$ cat config.mk
export PLATFORM = sky130hd
export DESIGN_NAME = autopilot_mode_annunciator
export DESIGN_NICKNAME = d
export VERILOG_FILES = /design/src/design/apma_pkg.sv /design/src/design/autopilot_mode_annunciator.sv /design/src/design/apma_mode_decode.sv
export SDC_FILE = /design/constraint.sdc
export NUM_CORES = 1
export LEC_CHECK = 0
export BUFFER_PORTS_ARGS = -buffer_cell sky130_fd_sc_hd__buf_4
export CORE_MARGIN = 4
export CORE_UTILIZATION = 55
export CTS_BUF_LIST = sky130_fd_sc_hd__clkbuf_2
export DETAILED_ROUTE_END_ITERATION = 12
export PLACE_DENSITY_LB_ADDON = 0.2
export SLEW_MARGIN = 20
export SYNTH_ARGS = -nofsm -noshare
export SYNTH_HDL_FRONTEND = slang
export SYNTH_SLANG_ARGS = --single-unit
$ cat constraint.sdc
create_clock -name clock -period 5.24 [get_ports clock]
set_clock_uncertainty 0.15 [all_clocks]
set_input_delay 1.048 -clock clock [delete_from_list [all_inputs] [get_ports clock]]
set_output_delay 1.048 -clock clock [all_outputs]
set_load 0.05 [all_outputs]
$ cat src/design/apma_pkg.sv
// ----------------------------------------------------------------------------
// apma_pkg
// Shared types and codes for the autopilot mode annunciator: message ids,
// flag positions, display mode codes and the selected-mode bundle.
// ----------------------------------------------------------------------------
package apma_pkg;

   localparam int unsigned NumFlags   = 18;
   localparam int unsigned ValueWidth = 18;
   localparam int unsigned CodeWidth  = 5;
   localparam int unsigned TickWidth  = 32;
   localparam int unsigned CsrWidth   = 16;

   typedef logic [CodeWidth-1:0]  mode_code_type;
   typedef logic [NumFlags-1:0]   mode_flags_type;
   typedef logic [4:0]            msg_id_type;

   // flag positions inside the mode flag word
   localparam int unsigned FLAG_ROL    = 0;
   localparam int unsigned FLAG_HDG    = 1;
   localparam int unsigned FLAG_VOR    = 2;
   localparam int unsigned FLAG_GPS    = 3;
   localparam int unsigned FLAG_APR    = 4;
   localparam int unsigned FLAG_BC     = 5;
   localparam int unsigned FLAG_LVL    = 6;
   localparam int unsigned FLAG_GA     = 7;
   localparam int unsigned FLAG_LOC    = 8;
   localparam int unsigned FLAG_VS     = 9;
   localparam int unsigned FLAG_IAS    = 10;
   localparam int unsigned FLAG_ALT    = 11;
   localparam int unsigned FLAG_ALTS   = 12;
   localparam int unsigned FLAG_GS_ARM = 15;
   localparam int unsigned FLAG_GS_ACT = 16;
   localparam int unsigned FLAG_PIT    = 17;

   // message ids
   localparam msg_id_type MSG_FLAG_FIRST = 5'd0;
   localparam msg_id_type MSG_FLAG_LAST  = 5'd17;
   localparam msg_id_type MSG_ALT_NOW    = 5'd18;
   localparam msg_id_type MSG_NEAR_50    = 5'd19;
   localparam msg_id_type MSG_NEAR_200   = 5'd20;
   localparam msg_id_type MSG_ALT_LOCK   = 5'd21;
   localparam msg_id_type MSG_VERT_SPEED = 5'd22;
   localparam msg_id_type MSG_AIRSPEED   = 5'd23;
   localparam msg_id_type MSG_SHUTDOWN   = 5'd24;
   localparam msg_id_type MSG_POWER_SAVE = 5'd25;

   // item kinds on the request tuser bit
   localparam logic CMD_MESSAGE = 1'b0;
   localparam logic CMD_TICK    = 1'b1;

   // configuration register indexes
   localparam logic CSR_FLASH_TICKS = 1'b0;
   localparam logic CSR_BLINK_HALF  = 1'b1;

   localparam logic [CsrWidth-1:0] FLASH_TICKS_RESET = 16'd3000;
   localparam logic [CsrWidth-1:0] BLINK_HALF_RESET  = 16'd500;

   // display mode codes: flag position plus one, glidepath has its own
   localparam mode_code_type MODE_NONE   = 5'd0;
   localparam mode_code_type MODE_ROL    = 5'd1;
   localparam mode_code_type MODE_HDG    = 5'd2;
   localparam mode_code_type MODE_VOR    = 5'd3;
   localparam mode_code_type MODE_GPS    = 5'd4;
   localparam mode_code_type MODE_BC     = 5'd6;
   localparam mode_code_type MODE_LVL    = 5'd7;
   localparam mode_code_type MODE_LOC    = 5'd9;
   localparam mode_code_type MODE_VS     = 5'd10;
   localparam mode_code_type MODE_IAS    = 5'd11;
   localparam mode_code_type MODE_ALT    = 5'd12;
   localparam mode_code_type MODE_ALTS   = 5'd13;
   localparam mode_code_type MODE_GS_ARM = 5'd16;
   localparam mode_code_type MODE_GS_ACT = 5'd17;
   localparam mode_code_type MODE_PIT    = 5'd18;
   localparam mode_code_type MODE_GP     = 5'd19;

   typedef struct packed {
      mode_code_type active_lateral;
      mode_code_type armed_lateral;
      mode_code_type active_vertical;
      mode_code_type armed_vertical_one;
      mode_code_type armed_vertical_two;
   } mode_sel_type;

endpackage

$ cat src/design/autopilot_mode_annunciator.sv
// ----------------------------------------------------------------------------
// autopilot_mode_annunciator
// Keeps the autopilot mode flags, altitudes, speeds, proximity flags, tick
// time, capture flash timers and blink phase, and reports the selected modes
// and display marks for every message or tick beat.
// ----------------------------------------------------------------------------
//  channel | dir | beat contents
//  req     | in  | tuser: cmd; tdata: msg_id, msg_value
//  rsp     | out | tdata: modes, flash flags, blink, setting, blank, redraw
//  csr     | in  | csr_index selects capture flash length or blink half period
//
//  one beat per cycle in each direction while rsp_tready is high; a result
//  passes through the input register, then the result register
//  reset is synchronous: mode state cleared, blink visible, registers to
//  their defaults; csr_ready is always high
//  rsp_tready low holds the result register; the input register then fills
//  and req_tready drops until the result is taken
// ----------------------------------------------------------------------------
module autopilot_mode_annunciator
   import apma_pkg::*;
(
   input  logic        clock,
   input  logic        reset,
   input  logic        req_tvalid,
   output logic        req_tready,
   input  logic [23:0] req_tdata,   // msg_id[4:0], msg_value[22:5], zero pad
   input  logic        req_tuser,   // cmd
   output logic        rsp_tvalid,
   input  logic        rsp_tready,
   output logic [47:0] rsp_tdata,   // active_lateral[4:0], armed_lateral[9:5],
                                    // active_vertical[14:10],
                                    // armed_vertical_one[19:15],
                                    // armed_vertical_two[24:20],
                                    // alt_flashing[25], alts_flashing[26],
                                    // blink_on[27], setting_value[45:28],
                                    // blank[46], redraw[47]
   input  logic        csr_valid,
   output logic        csr_ready,
   input  logic        csr_index,
   input  logic [15:0] csr_data
);

   // configuration
   logic [CsrWidth-1:0] flash_dur_ff, blink_half_ff;

   // input register
   logic                  in_valid_ff, in_valid_in;
   logic                  in_cmd_ff;
   msg_id_type            in_id_ff;
   logic [ValueWidth-1:0] in_value_ff;

   // result register
   logic        out_valid_ff, out_valid_in;
   logic [47:0] out_data_ff, out_data_in;

   // block state
   mode_flags_type        flags_ff, flags_in;
   logic [ValueWidth-1:0] alt_now_ff, alt_now_in;
   logic [ValueWidth-1:0] alt_lock_ff, alt_lock_in;
   logic [ValueWidth-1:0] vspeed_ff, vspeed_in;
   logic [ValueWidth-1:0] aspeed_ff, aspeed_in;
   logic [1:0]            near_ff, near_in;
   logic [TickWidth-1:0]  tick_ff, tick_in;
   logic [1:0]            marks_ff, marks_in;
   logic [TickWidth-1:0]  start_alt_ff, start_alt_in;
   logic [TickWidth-1:0]  start_alts_ff, start_alts_in;
   logic [CsrWidth-1:0]   blink_cnt_ff, blink_cnt_in;
   logic                  blink_ff, blink_in;

   logic                  advance, fire, is_tick, val_nz;
   logic                  blank, redraw;
   logic                  cond_alt, cond_alts, exp_alt, exp_alts;
   logic [TickWidth-1:0]  tick_inc, elapsed_alt, elapsed_alts;
   logic [CsrWidth-1:0]   cnt_inc;
   logic [ValueWidth-1:0] setting;
   mode_sel_type          modes;

   assign advance    = !out_valid_ff || rsp_tready;
   assign fire       = in_valid_ff && advance;
   assign req_tready = !in_valid_ff || advance;
   assign csr_ready  = 1'b1;
   assign rsp_tvalid = out_valid_ff;
   assign rsp_tdata  = out_data_ff;

   assign is_tick = (in_cmd_ff == CMD_TICK);
   assign val_nz  = (in_value_ff != '0);

   always_comb begin
      in_valid_in = in_valid_ff;
      if (req_tvalid && req_tready) begin
         in_valid_in = 1'b1;
      end else if (advance) begin
         in_valid_in = 1'b0;
      end
      out_valid_in = out_valid_ff;
      if (fire) begin
         out_valid_in = 1'b1;
      end else if (rsp_tready) begin
         out_valid_in = 1'b0;
      end
   end

   // tick side: flash timers and blink phase
   assign tick_inc     = tick_ff + 32'd1;
   assign elapsed_alt  = tick_inc - start_alt_ff;
   assign elapsed_alts = tick_inc - start_alts_ff;
   assign exp_alt      = elapsed_alt  > {{(TickWidth-CsrWidth){1'b0}}, flash_dur_ff};
   assign exp_alts     = elapsed_alts > {{(TickWidth-CsrWidth){1'b0}}, flash_dur_ff};
   assign cnt_inc      = blink_cnt_ff + 16'd1;

   assign cond_alts = near_ff[1] && flags_ff[FLAG_ALTS] &&
                      (flags_ff[FLAG_PIT] || flags_ff[FLAG_IAS] ||
                       flags_ff[FLAG_VS] || flags_ff[FLAG_GA]);
   assign cond_alt  = flags_ff[FLAG_ALT] && !flags_ff[FLAG_ALTS] && near_ff[0];

   always_comb begin
      flags_in      = flags_ff;
      alt_now_in    = alt_now_ff;
      alt_lock_in   = alt_lock_ff;
      vspeed_in     = vspeed_ff;
      aspeed_in     = aspeed_ff;
      near_in       = near_ff;
      tick_in       = tick_ff;
      marks_in      = marks_ff;
      start_alt_in  = start_alt_ff;
      start_alts_in = start_alts_ff;
      blink_cnt_in  = blink_cnt_ff;
      blink_in      = blink_ff;
      blank         = 1'b0;
      redraw        = 1'b0;

      if (!is_tick) begin
         unique case (in_id_ff) inside
            [MSG_FLAG_FIRST:MSG_FLAG_LAST]: begin
               for (int i = 0; i < NumFlags; i++) begin
                  if (in_id_ff == msg_id_type'(i)) begin
                     flags_in[i] = val_nz;
                  end
               end
               redraw = 1'b1;
            end
            MSG_ALT_NOW: begin
               alt_now_in = in_value_ff;
               redraw     = 1'b1;
            end
            MSG_NEAR_50: begin
               near_in[0] = val_nz;
               redraw     = 1'b1;
            end
            MSG_NEAR_200: begin
               near_in[1] = val_nz;
               redraw     = 1'b1;
            end
            MSG_ALT_LOCK: begin
               alt_lock_in = in_value_ff;
               redraw      = 1'b1;
            end
            MSG_VERT_SPEED: begin
               vspeed_in = in_value_ff;
               redraw    = 1'b1;
            end
            MSG_AIRSPEED: begin
               aspeed_in = in_value_ff;
               redraw    = 1'b1;
            end
            MSG_SHUTDOWN:   blank = 1'b1;
            MSG_POWER_SAVE: blank = (in_value_ff == 18'd1);
            default: ;
         endcase
      end else begin
         tick_in = tick_inc;
         // altitude select flash
         if (cond_alts) begin
            if (!marks_ff[1] || exp_alts) begin
               marks_in[1]   = 1'b1;
               start_alts_in = tick_inc;
               redraw        = 1'b1;
            end
         end else if (marks_ff[1] && exp_alts) begin
            marks_in[1] = 1'b0;
            redraw      = 1'b1;
         end
         // altitude capture flash
         if (cond_alt) begin
            if (!marks_ff[0] || exp_alt) begin
               marks_in[0]  = 1'b1;
               start_alt_in = tick_inc;
               redraw       = 1'b1;
            end
         end else if (marks_ff[0] && exp_alt) begin
            marks_in[0] = 1'b0;
            redraw      = 1'b1;
         end
         // blink phase, a zero period toggles on every tick
         blink_cnt_in = cnt_inc;
         if (cnt_inc >= blink_half_ff) begin
            blink_cnt_in = '0;
            blink_in     = !blink_ff;
            if (marks_in != 2'b00) begin
               redraw = 1'b1;
            end
         end
      end
   end

   apma_mode_decode u_decode (
      .flags   (flags_in),
      .near_50 (near_in[0]),
      .modes   (modes)
   );

   always_comb begin
      case (modes.active_vertical)
         MODE_ALT:  setting = alt_now_in;
         MODE_ALTS: setting = alt_lock_in;
         MODE_IAS:  setting = aspeed_in;
         MODE_VS:   setting = vspeed_in;
         default:   setting = '0;
      endcase
      out_data_in = {redraw, blank, setting, blink_in, marks_in[1], marks_in[0],
                     modes.armed_vertical_two, modes.armed_vertical_one,
                     modes.active_vertical, modes.armed_lateral,
                     modes.active_lateral};
   end

   // control and state
   always_ff @(posedge clock) begin
      if (reset) begin
         in_valid_ff   <= 1'b0;
         out_valid_ff  <= 1'b0;
         flash_dur_ff  <= FLASH_TICKS_RESET;
         blink_half_ff <= BLINK_HALF_RESET;
         flags_ff      <= '0;
         alt_now_ff    <= '0;
         alt_lock_ff   <= '0;
         vspeed_ff     <= '0;
         aspeed_ff     <= '0;
         near_ff       <= '0;
         tick_ff       <= '0;
         marks_ff      <= '0;
         start_alt_ff  <= '0;
         start_alts_ff <= '0;
         blink_cnt_ff  <= '0;
         blink_ff      <= 1'b1;
      end else begin
         in_valid_ff  <= in_valid_in;
         out_valid_ff <= out_valid_in;
         if (csr_valid && csr_ready) begin
            unique case (csr_index)
               CSR_FLASH_TICKS: flash_dur_ff  <= csr_data;
               CSR_BLINK_HALF:  blink_half_ff <= csr_data;
               default: ;
            endcase
         end
         if (fire) begin
            flags_ff      <= flags_in;
            alt_now_ff    <= alt_now_in;
            alt_lock_ff   <= alt_lock_in;
            vspeed_ff     <= vspeed_in;
            aspeed_ff     <= aspeed_in;
            near_ff       <= near_in;
            tick_ff       <= tick_in;
            marks_ff      <= marks_in;
            start_alt_ff  <= start_alt_in;
            start_alts_ff <= start_alts_in;
            blink_cnt_ff  <= blink_cnt_in;
            blink_ff      <= blink_in;
         end
      end
   end

   // payload registers
   always_ff @(posedge clock) begin
      if (req_tvalid && req_tready) begin
         in_cmd_ff   <= req_tuser;
         in_id_ff    <= req_tdata[4:0];
         in_value_ff <= req_tdata[22:5];
      end
      if (fire) begin
         out_data_ff <= out_data_in;
      end
   end

`ifndef SYNTHESIS
   a_reset_clears_rsp: assert property (@(posedge clock)
      reset |=> !rsp_tvalid)
      else $error("result valid after reset");

   a_blank_no_redraw: assert property (@(posedge clock) disable iff (reset)
      rsp_tvalid |-> !(rsp_tdata[46] && rsp_tdata[47]))
      else $error("blank and redraw on the same beat");

   a_blink_only_on_tick: assert property (@(posedge clock) disable iff (reset)
      (fire && !is_tick) |=> $stable(blink_ff) && $stable(marks_ff) && $stable(tick_ff))
      else $error("timer state moved on a message beat");

   a_setting_needs_mode: assert property (@(posedge clock) disable iff (reset)
      (rsp_tvalid && rsp_tdata[45:28] != '0) |->
         (rsp_tdata[14:10] == MODE_ALT || rsp_tdata[14:10] == MODE_ALTS ||
          rsp_tdata[14:10] == MODE_IAS || rsp_tdata[14:10] == MODE_VS))
      else $error("setting value shown without a vertical mode that owns it");

   a_no_fire_into_full_output: assert property (@(posedge clock) disable iff (reset)
      (out_valid_ff && !rsp_tready) |=> $stable(out_data_ff))
      else $error("result register overwritten while stalled");
`endif

endmodule

$ cat src/design/apma_mode_decode.sv
// ----------------------------------------------------------------------------
// apma_mode_decode
// Priority selection of the active and armed lateral and vertical modes
// from the mode flag word and the within-50ft proximity flag.
// ----------------------------------------------------------------------------
module apma_mode_decode
   import apma_pkg::*;
(
   input  mode_flags_type flags,
   input  logic           near_50,
   output mode_sel_type   modes
);

   logic vor, loc, gps, bc, hdg, rol, lvl, apr;
   logic alt, alts, ias, vs, pit, ga, gs_arm, gs_act;
   mode_code_type act_lat, arm_lat, act_vert, arm_vert_one, arm_vert_two;

   assign vor    = flags[FLAG_VOR];
   assign loc    = flags[FLAG_LOC];
   assign gps    = flags[FLAG_GPS];
   assign bc     = flags[FLAG_BC];
   assign hdg    = flags[FLAG_HDG];
   assign rol    = flags[FLAG_ROL];
   assign lvl    = flags[FLAG_LVL];
   assign apr    = flags[FLAG_APR];
   assign alt    = flags[FLAG_ALT];
   assign alts   = flags[FLAG_ALTS];
   assign ias    = flags[FLAG_IAS];
   assign vs     = flags[FLAG_VS];
   assign pit    = flags[FLAG_PIT];
   assign ga     = flags[FLAG_GA];
   assign gs_arm = flags[FLAG_GS_ARM];
   assign gs_act = flags[FLAG_GS_ACT];

   // active lateral
   always_comb begin
      if (lvl && vor && loc && !gps)       act_lat = MODE_LOC;
      else if (lvl && vor && !loc && !gps) act_lat = MODE_VOR;
      else if (lvl && vor && gps)          act_lat = MODE_GPS;
      else if (lvl && bc)                  act_lat = MODE_BC;
      else if (rol)                        act_lat = MODE_ROL;
      else if (bc && !hdg)                 act_lat = MODE_BC;
      else if (hdg)                        act_lat = MODE_HDG;
      else if (vor && loc && !gps)         act_lat = MODE_LOC;
      else if (apr && loc && !gps)         act_lat = MODE_LOC;
      else if (vor && gps)                 act_lat = MODE_GPS;
      else if (vor)                        act_lat = MODE_VOR;
      else                                 act_lat = MODE_NONE;
   end

   // armed lateral: roll takes precedence over heading
   always_comb begin
      if (rol && loc)                 arm_lat = MODE_LOC;
      else if (rol && bc)             arm_lat = MODE_BC;
      else if (rol && vor && !gps)    arm_lat = MODE_VOR;
      else if (rol && vor && gps)     arm_lat = MODE_GPS;
      else if (hdg && bc)             arm_lat = MODE_BC;
      else if (hdg && vor && !gps)    arm_lat = loc ? MODE_LOC : MODE_VOR;
      else if (hdg && vor && gps)     arm_lat = MODE_GPS;
      else                            arm_lat = MODE_NONE;
   end

   always_comb begin
      if (alt && !alts)                act_vert = MODE_ALT;
      else if (alt && alts && near_50) act_vert = MODE_ALT;
      else if (alts)                   act_vert = MODE_ALTS;
      else if (ias)                    act_vert = MODE_IAS;
      else if (vs)                     act_vert = MODE_VS;
      else if (lvl)                    act_vert = MODE_LVL;
      else if (pit)                    act_vert = MODE_PIT;
      else if (gps && gs_act)          act_vert = MODE_GP;
      else if (gs_act)                 act_vert = MODE_GS_ACT;
      else                             act_vert = MODE_NONE;
   end

   always_comb begin
      if (pit || ias)  arm_vert_one = MODE_ALTS;
      else if (vs)     arm_vert_one = MODE_VS;
      else if (ga)     arm_vert_one = MODE_ALTS;
      else if (alts)   arm_vert_one = MODE_ALT;
      else             arm_vert_one = MODE_NONE;
   end

   always_comb begin
      if (gps && gs_arm) arm_vert_two = MODE_GP;
      else if (gs_arm)   arm_vert_two = MODE_GS_ARM;
      else               arm_vert_two = MODE_NONE;
   end

   assign modes = '{active_lateral:     act_lat,
                    armed_lateral:      arm_lat,
                    active_vertical:    act_vert,
                    armed_vertical_one: arm_vert_one,
                    armed_vertical_two: arm_vert_two};

endmodule

## Yosys cells after proc, flatten, opt, wreduce, memory -nomap -nowiden

Index checks and enable logic that the tools add are counted.

| cells by class | value |
|---|---|
| order comparisons | 5 |
| reduce and logical (&&, ||, !) cells | 72 |
| equal/unequal tests | 30 |
| add/sub/neg operators | 4 |
| muxes and demuxes | 88 |
| bitwise gates (word level) | 2 |

Operators by type and width:

| operator | count |
|---|---|
| 18-bit 2-to-1 mux | 10 |
| 18-bit case mux with 4 select lines | 1 |
| 32-bit by 16-bit greater-than comparator with 1-bit output | 2 |
| 4-bit 2-to-1 mux | 16 |
| 32-bit subtractor | 2 |
| 5-bit by 4-bit equality test with 1-bit output (second input constant) | 12 |
| 5-bit equality test (second input constant) | 10 |
| 5-bit 2-to-1 mux | 10 |
| 1-bit 2-to-1 mux | 44 |
| 1-bit logical AND | 36 |
| 32-bit by 1-bit adder with 32-bit output (second input constant) | 1 |
| 5-bit by 3-bit equality test with 1-bit output (second input constant) | 4 |
| 18-bit by 1-bit equality test with 1-bit output (second input constant) | 1 |
| 18-bit nonzero test | 1 |
| 16-bit by 1-bit adder with 16-bit output (second input constant) | 1 |
| 16-bit >= comparator | 1 |
| 16-bit 2-to-1 mux | 1 |
| 4-bit AND reduction | 4 |
| 5-bit by 2-bit equality test with 1-bit output (second input constant) | 2 |
| 1-bit logical NOT | 10 |
| 10-bit OR reduction | 1 |
| 3-bit 2-to-1 mux | 3 |
| 1-bit logical OR | 8 |
| 7-bit OR reduction | 1 |
| 13 further kinds | 19 |

| storage, ports and cells | value |
|---|---|
| word-level logic and storage cells | 233 |
| flip-flop bits (word level) | 312 |
| bits of input ports | 47 |
| output and inout port bits | 51 |

## Depth between registers and ports, before layout

Gate-level depths: netlist of run 1.

| logic depth | value |
|---|---|
| depth in word-level cells | 15 |
| gate-level depth with buffers | 26 |
| mapped depth without buffers | 24 |

## By module

From an unflattened synthesis of run 1, not the netlist that was laid out.

| second synthesis, totals | value |
|---|---|
| cell total of the unflattened synthesis | 2367 |
| area, all modules | 19200.9 um^2 |

By module, submodules not included:

| module | cells an instance | seq. area each (um^2) | times used | area each (um^2) |
|---|---|---|---|---|
| autopilot_mode_annunciator | 2304 | 6986.7 | 1 | 18844.3 |
| apma_mode_decode | 63 | 0.0 | 1 | 356.6 |

## Worst setup path after synthesis of run 1

Ideal clock, no wire load.

| path | value |
|---|---|
| path kind | reg2reg |
| from | reg tick_ff[0] |
| to | reg start_alts_ff[24] |
| clock period less this slack | 5.168 ns |
| arrival | 4.901 ns |
| stages on the path, launching flop included | 24 |
| slack | 0.072 ns |
| path buffers | 2 |
| library setup time | 0.117 ns |
| path through | dfxtp_1 > ha_1 > nand3_1 > nor2_1 > and3_1 > xor2_1 > ha_1 > and3_1 > a221o_1 > a31oi_1 > xnor2_1 > ha_1 > a21oi_1 > nor2b_1 > o21ai_0 > a32oi_1 > a2111oi_0 > nand4_1 > nor4_4 > nand4_4 > and3_1 > buf_6 > buf_8 > o22a_1 |

| on the way | value |
|---|---|
| word-level cells in the longest chain between the ends | 5 |

RTL lines:

| what | RTL line | text |
|---|---|---|
| from (decl) | autopilot_mode_annunciator.sv:63 | `logic [TickWidth-1:0] tick_ff, tick_in;` |
| from (signal assigned) | autopilot_mode_annunciator.sv:262 | `tick_ff <= tick_in;` |
| 32-bit by 1-bit adder with 32-bit output | autopilot_mode_annunciator.sv:104 | `assign tick_inc = tick_ff + 32'd1;` |
| named net tick_inc[12] | autopilot_mode_annunciator.sv:73 | `logic [TickWidth-1:0] tick_inc, elapsed_alt, elapsed_alts;` |
| 32-bit subtractor | autopilot_mode_annunciator.sv:106 | `assign elapsed_alts = tick_inc - start_alts_ff;` |
| 32-bit by 16-bit greater-than comparator with 1-bit output | autopilot_mode_annunciator.sv:108 | `assign exp_alts = elapsed_alts > {{(TickWidth-CsrWidth){1'b0}}, flash_dur_ff};` |
| 1-bit logical OR | autopilot_mode_annunciator.sv:174 | `if (!marks_ff[1] \|\| exp_alts) begin` |
| 4-bit AND reduction (no line) | n/a |  |
| to (signal assigned) | autopilot_mode_annunciator.sv:265 | `start_alts_ff <= start_alts_in;` |
| to (decl) | autopilot_mode_annunciator.sv:66 | `logic [TickWidth-1:0] start_alts_ff, start_alts_in;` |

The timed path passes the listed nets, and every way through them passes these cells.
A chain may end at the register's enable or synchronous reset.

## Final worst setup path of run 1

| path | value |
|---|---|
| from | reg tick_ff[1] |
| to | reg start_alts_ff[3] |

The elaborated chain is that of the path after synthesis.

==> out/qor.yml, run 1 <==
yosys:
  postSynth.topFlopCell: "sky130_fd_sc_hd__dfxtp_1"
  synth_enable_flop_cells: 66
  syn_area_per_cell_um2: 8.33
  synth-seq-area-share_pct: 37.2
  yosys_synthesis_warning_count: 0
  synth.lib_cells_used.distinct: 92
  syn_std_cell_area_mm2: 0.0182
  synth_top_area_cell: "sky130_fd_sc_hd__dfxtp_1"
  synthesized_netlist_cell_count: 2183
  yosysTopAreaCellShare_pct: 26.3
  synth_top_cells_by_area: "sky130_fd_sc_hd__dfxtp_1 (26%), sky130_fd_sc_hd__edfxtp_1 (11%), sky130_fd_sc_hd__ha_1 (7.7%)"
  ys_async_sr_fraction_pct: 0
  yosys_register_bits: 305
flow_run:
  cap_violations: 0
timing:
  report.final.slew_viol_count: 0
  timing.max_slew.rel_slack_pct: 27.3
  maxClockFrequency_mhz: 186
  postLayoutSetupSlackWorst_ns: -0.143
  timing_worst_slew_pin_value_ns: 1.09
  finalHoldViolations: 0
  setup_viol: 64
  final.hold.worst_slack_ns: 0.0659
  rsz0062_at_grt: "yes"
  post_route_fraction_of_the_period_consumed_by_the_critical_path_pct: 103
  final.min_clock_period_ns: 5.38
setup_path:
  timing.critical_path.slowest_cell_delay_ns: 0.38
  timing.critical_path.slowest_stage_cell: "sky130_fd_sc_hd__dfxtp_2"
  timing.critical_path.mode_cell: "sky130_fd_sc_hd__buf_6"
  critPathKind: "flip-flop to flip-flop"
  crit_buf_inv: 9
  timing.critical_path.max_delay_family: "buffers and inverters"
  timing.critical_path.arrival_ns: 6.17
  worst_setup_path_start_kind: "flip-flop"
  worst_setup_path_end_kind: "flip-flop"
  worstPathMaxFanout: 7
  cp_data_required_time_ns: 6.03
grt:
  grt_first_pass_wirelength_um: 85900
  global_route.usage.total_pct: 28.6
  grt-ovfl-total: 0
  initial_antenna_violation_count: 2
  first_global_vias: 17369
  grt_max_degree: 121
run_status:
  status: "finished with violations"
  failed_checks: "negative setup slack"
drt:
  drtPass1Iterations: 6
  drt-met1-wl_um: 22900
  drc_errors: 0
  topRoutingLayerUsed: "met4"
  wl_met3_um: 3360
  drt-wirelength-per-cell_um: 17.6
  met2WireLength_um: 26200
  post_drt_via_cell_ratio: 5.79
  dr.first_iter.drc_count: 1563
  num_vias: 17734
  antenna_left: 0
  wl_um: 54000
cells_and_area:
  area_growth_syn_to_layout_pct: 27.1
  finish.cell_count_without_fillers: 3065
  sequential_cell_area_mm2: 0.00678
  final.fill_count: 2523
  post_route_cells_drive_above_1_share_pct: 25.9
  final_common_cell: "sky130_fd_sc_hd__buf_4"
  finish.instance_area_mm2: 0.0231
  most_frequent_cells_in_the_layout: "sky130_fd_sc_hd__buf_4 (371), sky130_fd_sc_hd__nand2_1 (345), sky130_fd_sc_hd__dfxtp_1 (233), sky130_fd_sc_hd__a21oi_1 (202), sky130_fd_sc_hd__nor2_1 (172)"
  multiInputGateArea_mm2: 0.0112
  design.final.nets: 2718
clock_network:
  clkTransAtPathRegs_ns: 0.10
  num_cts_buffers: 82
  cts-root-buf: "sky130_fd_sc_hd__clkbuf_2"
  clock-sinks: 305
  clock_insertion_delay_at_the_later_pin_of_the_skew_report_ns: 1.04
  number_of_buffers_between_clock_root_and_the_deepest_sink: 3
  cts_tree: "built"
  htreeDepth: 3
place:
  place.port_buffers: 90
  dpl_cell_area_mm2: 0.0209
  place_congestion: 0.928
  place_ws_ns: -0.565
  placed_instances: 2856
  place_hpwl_um: 37000
power_and_ir_drop:
  power.share.switching_pct: 33.4
  vdd_ir_drop_max_v: 0.000203
  totalPowerFinal_mw: 5.85
  power.share.clock_pct: 30.0
  combPwrFrac_pct: 27.2
  share_seq_of_total_power_pct: 42.8
  switch_pwr_mw: 1.95
  power.internal_mw: 3.90
  powerDensity_mw_per_mm2: 253
  power_leakage_nw: 10.3
floorplan:
  num_io_pins: 98
  core_area_mm2: 0.0326
  die-area_mm2: 0.0360
  die_w_um: 190
  starting_density_of_the_core_pct: 55.8
  vertical_die_dimension_um: 190
  rows: 66
hold_path:
  min-delay-path-class: "input pin to flip-flop"
## sequential cells by signal, indices dropped and copies added (netlist names)
name,flops
in_cmd_ff,1
marks_ff,2
alt_lock_ff,18
start_alt_ff,32
rsp_tvalid,1
blink_cnt_ff,16
flags_ff,16
near_ff,2
in_id_ff,5
alt_now_ff,18
vspeed_ff,18
tick_ff,32
rsp_tdata,42
blink_half_ff,16
start_alts_ff,32
in_valid_ff,1
aspeed_ff,18
flash_dur_ff,16
in_value_ff,18
blink_ff,1
## cell usage after synthesis (all sizes together), types with 18 or more instances
| cell type | instances |
|---|---|
| and3 | 27 |
| o22a | 75 |
| mux2i | 48 |
| edfxtp | 66 |
| xor2 | 33 |
| a21o | 28 |
| clkbuf | 93 |
| ha | 112 |
| o21ai | 63 |
| inv | 117 |
| o31ai | 22 |
| o22ai | 22 |
| nor2b | 18 |
| xnor2 | 56 |
| o21a | 46 |
| dfxtp | 239 |
| a21oi | 217 |
| nor2 | 182 |
| nor3 | 24 |
| buf | 38 |
| a211oi | 19 |
| nand3b | 23 |
| nand3 | 41 |
| nand4 | 35 |
| nand2 | 351 |
## per-layer routing
metal / up-vias / GRT usage, %
met5: - / 0
met4: 0 / 9.10
met3: 123 / 5.17
met2: 621 / 48.9
met1: 8427 / 37.0
li1: 8563 / -
## through the flow
stage                     setup TNS [ns]  util [%]
after global routing              -18.21      70.9
after floorplan                        0         -
after CTS                          -1.07      69.6
after global placement            -24.75      64.0
after detailed placement          -33.32      64.0
final                              -4.75      70.9
## layout make-up
class                   instances  area share (%)
clock inverters                30           0.801
repair buffers                417            14.7
inverters                     117            1.90
diodes                          4          0.0433
flip-flops and latches        305            29.3
clock buffers                 116            2.51
well taps                     442            2.39
multi-input cells            1634            48.3
## power by group through the flow
stage	sequential [mW]	clock (mW)	combinational (mW)
2_1_floorplan	2.56	0	0.808
3_3_place_gp	2.55	0	1.33
3_5_place_dp	2.55	0	1.35
4_1_cts	2.50	1.80	1.48
5_1_grt	2.51	1.92	1.71
6_report	2.50	1.76	1.59
## cells by family (layout without fill, tap and decap cells)
group	after synthesis	in the layout	synth area share [%]
other	2	10	0.0413
XOR/XNOR	89	89	4.29
flip-flops	305	305	37.2
buffers and inverters	248	680	5.82
AND/OR/NAND/NOR	771	771	19.5
multiplexers	62	62	3.51
adder cells (fa/ha/maj)	114	114	7.93
AO/OA/AOI/OAI	592	592	21.7
## timing repair
action	CTS	global route
hold endpoints to repair	21	1
gates cloned	2	3
pin swaps	76	45
resized for setup	120	54
endpoints found under the setup margin	69	69
hold buffers	21	1
buffers inserted	27	15
## final timing paths
check,from,endpoint,slack [ns],cells past startpoint
max,tick_ff[1],start_alts_ff[3],-0.14,29
min reg2reg,alt_now_ff[2],alt_now_ff[2],0.31,2
min,req_tdata[3],in_id_ff[3],0.07,1
max reg2reg,tick_ff[1],start_alts_ff[3],-0.14,29
## worst reg2reg max path: cells and delay by family, from the launching register on
kind                       cells  cell delay [ns]
DFF                            1             0.38
AOI/OAI and AO/OA              8             1.29
xor gates and xnor gates       2             0.29
adders and majority gates      3             0.71
buffers and inverters          9             1.39
and+or+nand+nor                7             1.12
Note: power is estimated with default switching activity, not from simulation.
==> run 2, diff against run 1 <==
Settings changed: ABC_AREA set to 1, ABC_CLOCK_PERIOD_IN_PS set to 5240, PLACE_DENSITY set to 0.76, PLACE_DENSITY_LB_ADDON 0.2 to not set.
==> run 2 against run 1 <==
The run now ends clean. Non-clock buffer count is 242 lower. Utilization is 8.0 points lower. Sequential cell count stayed put. Via count is 16% higher. Count of clock-buffer cells in the layout is 4 higher. Critical path depth is 4 higher. Final area is 0.67% lower. Hold slack better by 0.056 ns. First-iteration DRC count is 6.6% higher.
==> out/qor.yml, run 2 <==
run_status:
  status: "finished clean"
yosys:
  synth_enable_flop_cells: 66  # unchanged
  synth_top_cells_by_area: "sky130_fd_sc_hd__dfxtp_1 (24%), sky130_fd_sc_hd__nand2_1 (17%), sky130_fd_sc_hd__inv_1 (11%)"
  synth-seq-area-share_pct: 33.2  # -4.0 points
  syn_std_cell_area_mm2: 0.0204  # +12%
  syn_area_per_cell_um2: 6.38  # -23%
  synth_top_area_cell: "sky130_fd_sc_hd__dfxtp_1"
  synthesized_netlist_cell_count: 3191  # +46%
  yosysTopAreaCellShare_pct: 23.5  # -2.8 points
  yosys_synthesis_warning_count: 0  # unchanged
  most_frequent_cell_after_synthesis: "sky130_fd_sc_hd__nand2_1"
  synth.lib_cells_used.distinct: 56  # -39%
  yosys_register_bits: 305  # unchanged
  ys_async_sr_fraction_pct: 0  # unchanged
  synth_top_cells_by_count: "sky130_fd_sc_hd__nand2_1 (949), sky130_fd_sc_hd__inv_1 (598), sky130_fd_sc_hd__nor2_1 (330), sky130_fd_sc_hd__dfxtp_1 (239), sky130_fd_sc_hd__o21ai_0 (225)"
  postSynth.topFlopCell: "sky130_fd_sc_hd__dfxtp_1"
power_and_ir_drop:
  powerDensity_mw_per_mm2: 273  # +7.9%
  power_leakage_nw: 12.8  # +24%
  vdd_ir_drop_max_v: 0.000183  # -9.9%
timing:
  final.hold.worst_slack_ns: 0.122  # +0.0561 ns
  timing_worst_slew_pin_value_ns: 1.00  # -0.0879 ns
  timing.max_slew.rel_slack_pct: 33.2  # +5.9 points
  report.final.slew_viol_count: 0  # unchanged
  maxClockFrequency_mhz: 198  # +6.9%
  setup_viol: 0  # -100%
  postLayoutSetupSlackWorst_ns: 0.202  # +0.345 ns
  final.min_clock_period_ns: 5.04  # -0.345 ns
  post_route_fraction_of_the_period_consumed_by_the_critical_path_pct: 96.1  # -6.6 points
  finalHoldViolations: 0  # unchanged
floorplan:
  rows: 70  # +6.1%
  num_io_pins: 98  # unchanged
  die_w_um: 200  # +5.6%
  die-area_mm2: 0.0402  # +11%
  vertical_die_dimension_um: 200  # +5.6%
  core_area_mm2: 0.0365  # +12%
  starting_density_of_the_core_pct: 55.7  # about the same
grt:
  initial_antenna_violation_count: 2  # unchanged
  grt_first_pass_wirelength_um: 93900  # +9.4%
  first_global_vias: 19532  # +12%
  global_route.usage.total_pct: 27.9  # -0.77 points
  busiest_layer: "met2"
  grt_use_met3_pct: 4.48  # -0.69 points
  grt-ovfl-total: 0  # unchanged
  grt_max_degree: 93  # -23%
  globalRouteMet1Util_pct: 36.4  # -0.58 points
  globalRouteMet2Util_pct: 46.0  # -2.8 points
cells_and_area:
  post_route_cells_drive_above_1_share_pct: 11.5  # -14 points
  final_common_cell: "sky130_fd_sc_hd__nand2_1"
  most_frequent_cells_in_the_layout: "sky130_fd_sc_hd__nand2_1 (939), sky130_fd_sc_hd__inv_1 (595), sky130_fd_sc_hd__nor2_1 (320), sky130_fd_sc_hd__dfxtp_1 (237), sky130_fd_sc_hd__o21ai_0 (225)"
  area_growth_syn_to_layout_pct: 12.8
  design.final.nets: 3514  # +29%
  number_of_flip_flops_in_the_largest_register: 42  # unchanged
setup_path:
  timing.critical_path.mode_cell: "sky130_fd_sc_hd__nand2_1"
  critPathKind: "flip-flop to flip-flop"
  timing.critical_path.slowest_cell_delay_ns: 0.42  # +0.04 ns
  cp_data_required_time_ns: 5.96  # -0.07 ns
  worst_setup_path_end_kind: "flip-flop"
  timing.critical_path.max_delay_family: "simple AND/OR/NAND/NOR gates"
  timing.critical_path.slowest_stage_cell: "sky130_fd_sc_hd__ha_2"
  crit_buf_inv: 7  # -2
  worst_setup_path_start_kind: "flip-flop"
  timing.critical_path.arrival_ns: 5.75  # -0.42 ns
  worstPathMaxFanout: 15  # +8
clock_network:
  num_cts_buffers: 80  # -2.4%
  clock-sinks: 305  # unchanged
  clkTransAtPathRegs_ns: 0.09  # about the same
  cts-root-buf: "sky130_fd_sc_hd__clkbuf_2"
  number_of_buffers_between_clock_root_and_the_deepest_sink: 3  # unchanged
  htreeDepth: 3  # unchanged
  cts_tree: "built"
  clock_insertion_delay_at_the_later_pin_of_the_skew_report_ns: 1.01  # -0.03 ns
hold_path:
  min-delay-path-class: "input pin to flip-flop"
drt:
  drtPass1Iterations: 8  # +2
  drt-wirelength-per-cell_um: 15.1  # -14%
  wl_um: 58700  # +8.7%
  post_drt_via_cell_ratio: 5.30  # -8.4%
  drc_errors: 0  # unchanged
  num_vias: 20584  # +16%
  antenna_left: 0  # unchanged
  dr.first_iter.drc_count: 1666  # +6.6%
place:
  place.port_buffers: 90  # unchanged
  place_ws_ns: 0.122  # +0.687 ns
  place_congestion: 1.02  # +9.4%
  place_hpwl_um: 42800  # +16%
flow_run:
  cap_violations: 0  # unchanged
run 2: kinds of logic after synthesis:
| family | count (synthesis) | synth area share [%] |
|---|---|---|
| other | 2 | 0.0369 |
| buffers and inverters | 718 | 13.6 |
| adders and majority gates | 114 | 7.08 |
| and+or+nand+nor | 1554 | 31.7 |
| DFF | 305 | 33.2 |
| xor gates and xnor gates | 69 | 2.97 |
| AOI/OAI and AO/OA | 427 | 11.3 |
| muxes | 2 | 0.0983 |
run 2: repair_timing:
action,CTS,global route
hold buffers,18,0
buffers inserted,0,6
setup endpoints to repair,0,69
resized for setup,0,47
hold endpoints to repair,18,0
run 2: final timing paths:
check	start	end	slack, ns	cells after the start
worst max-delay path	tick_ff[0]	start_alts_ff[19]	0.20	33
worst min-delay path	req_tdata[21]	in_value_ff[16]	0.12	1
worst max register to register	tick_ff[0]	start_alts_ff[19]	0.20	33
worst min register to register	blink_half_ff[15]	blink_half_ff[15]	0.32	2
run 2: worst register-to-register path, delay by kind of cell, from the launching register on:
family	cells	cell delay (ns)
adder cells (fa/ha/maj)	2	0.70
AO/OA/AOI/OAI	2	0.22
buffers and inverters	7	0.83
AND/OR/NAND/NOR	20	2.35
flip-flops	1	0.34
XOR/XNOR	2	0.37
run 2: area by class of cell:
type                       instances  area [um^2]
clock inverter                    21          126
tap                              468          586
timing repair buffer             175         1500
multi-input combinational       2172        11100
antenna                            2         5.00
inverter                         619         2330
clock buffer                     120          601
fill                            3404        13600
sequential                       305         6770
run 2: routing by layer:
metal	part of all wire, %	wire length (um)
met1	42	24500
met2	46	27300
met3	7.6	4440
met4	4.1	2430
met5	0	0
run 2: power by group:
group / leakage, nW / switching, mW / internal, mW
clock: 0.556 / 0.988 / 0.662
combinational: 9.65 / 1.34 / 0.690
sequential: 2.58 / 0.0620 / 2.52
run 2: stage by stage:
| stage | setup TNS, ns | total power [mW] | area, um^2 | std cells | utilization, % |
|---|---|---|---|---|---|
| 2_1_floorplan | 0 | 4.01 | 20400 | 3195 | - |
| 3_3_place_gp | 0 | 4.51 | 21700 | 3710 | 59.3 |
| 3_5_place_dp | 0 | 4.57 | 21700 | 3710 | 59.4 |
| 4_1_cts | 0 | 6.24 | 22600 | 3869 | 61.8 |
| 5_1_grt | -0.945 | 6.70 | 23000 | 3882 | 62.9 |
| 6_report | 0 | 6.26 | 23000 | 3882 | 62.9 |
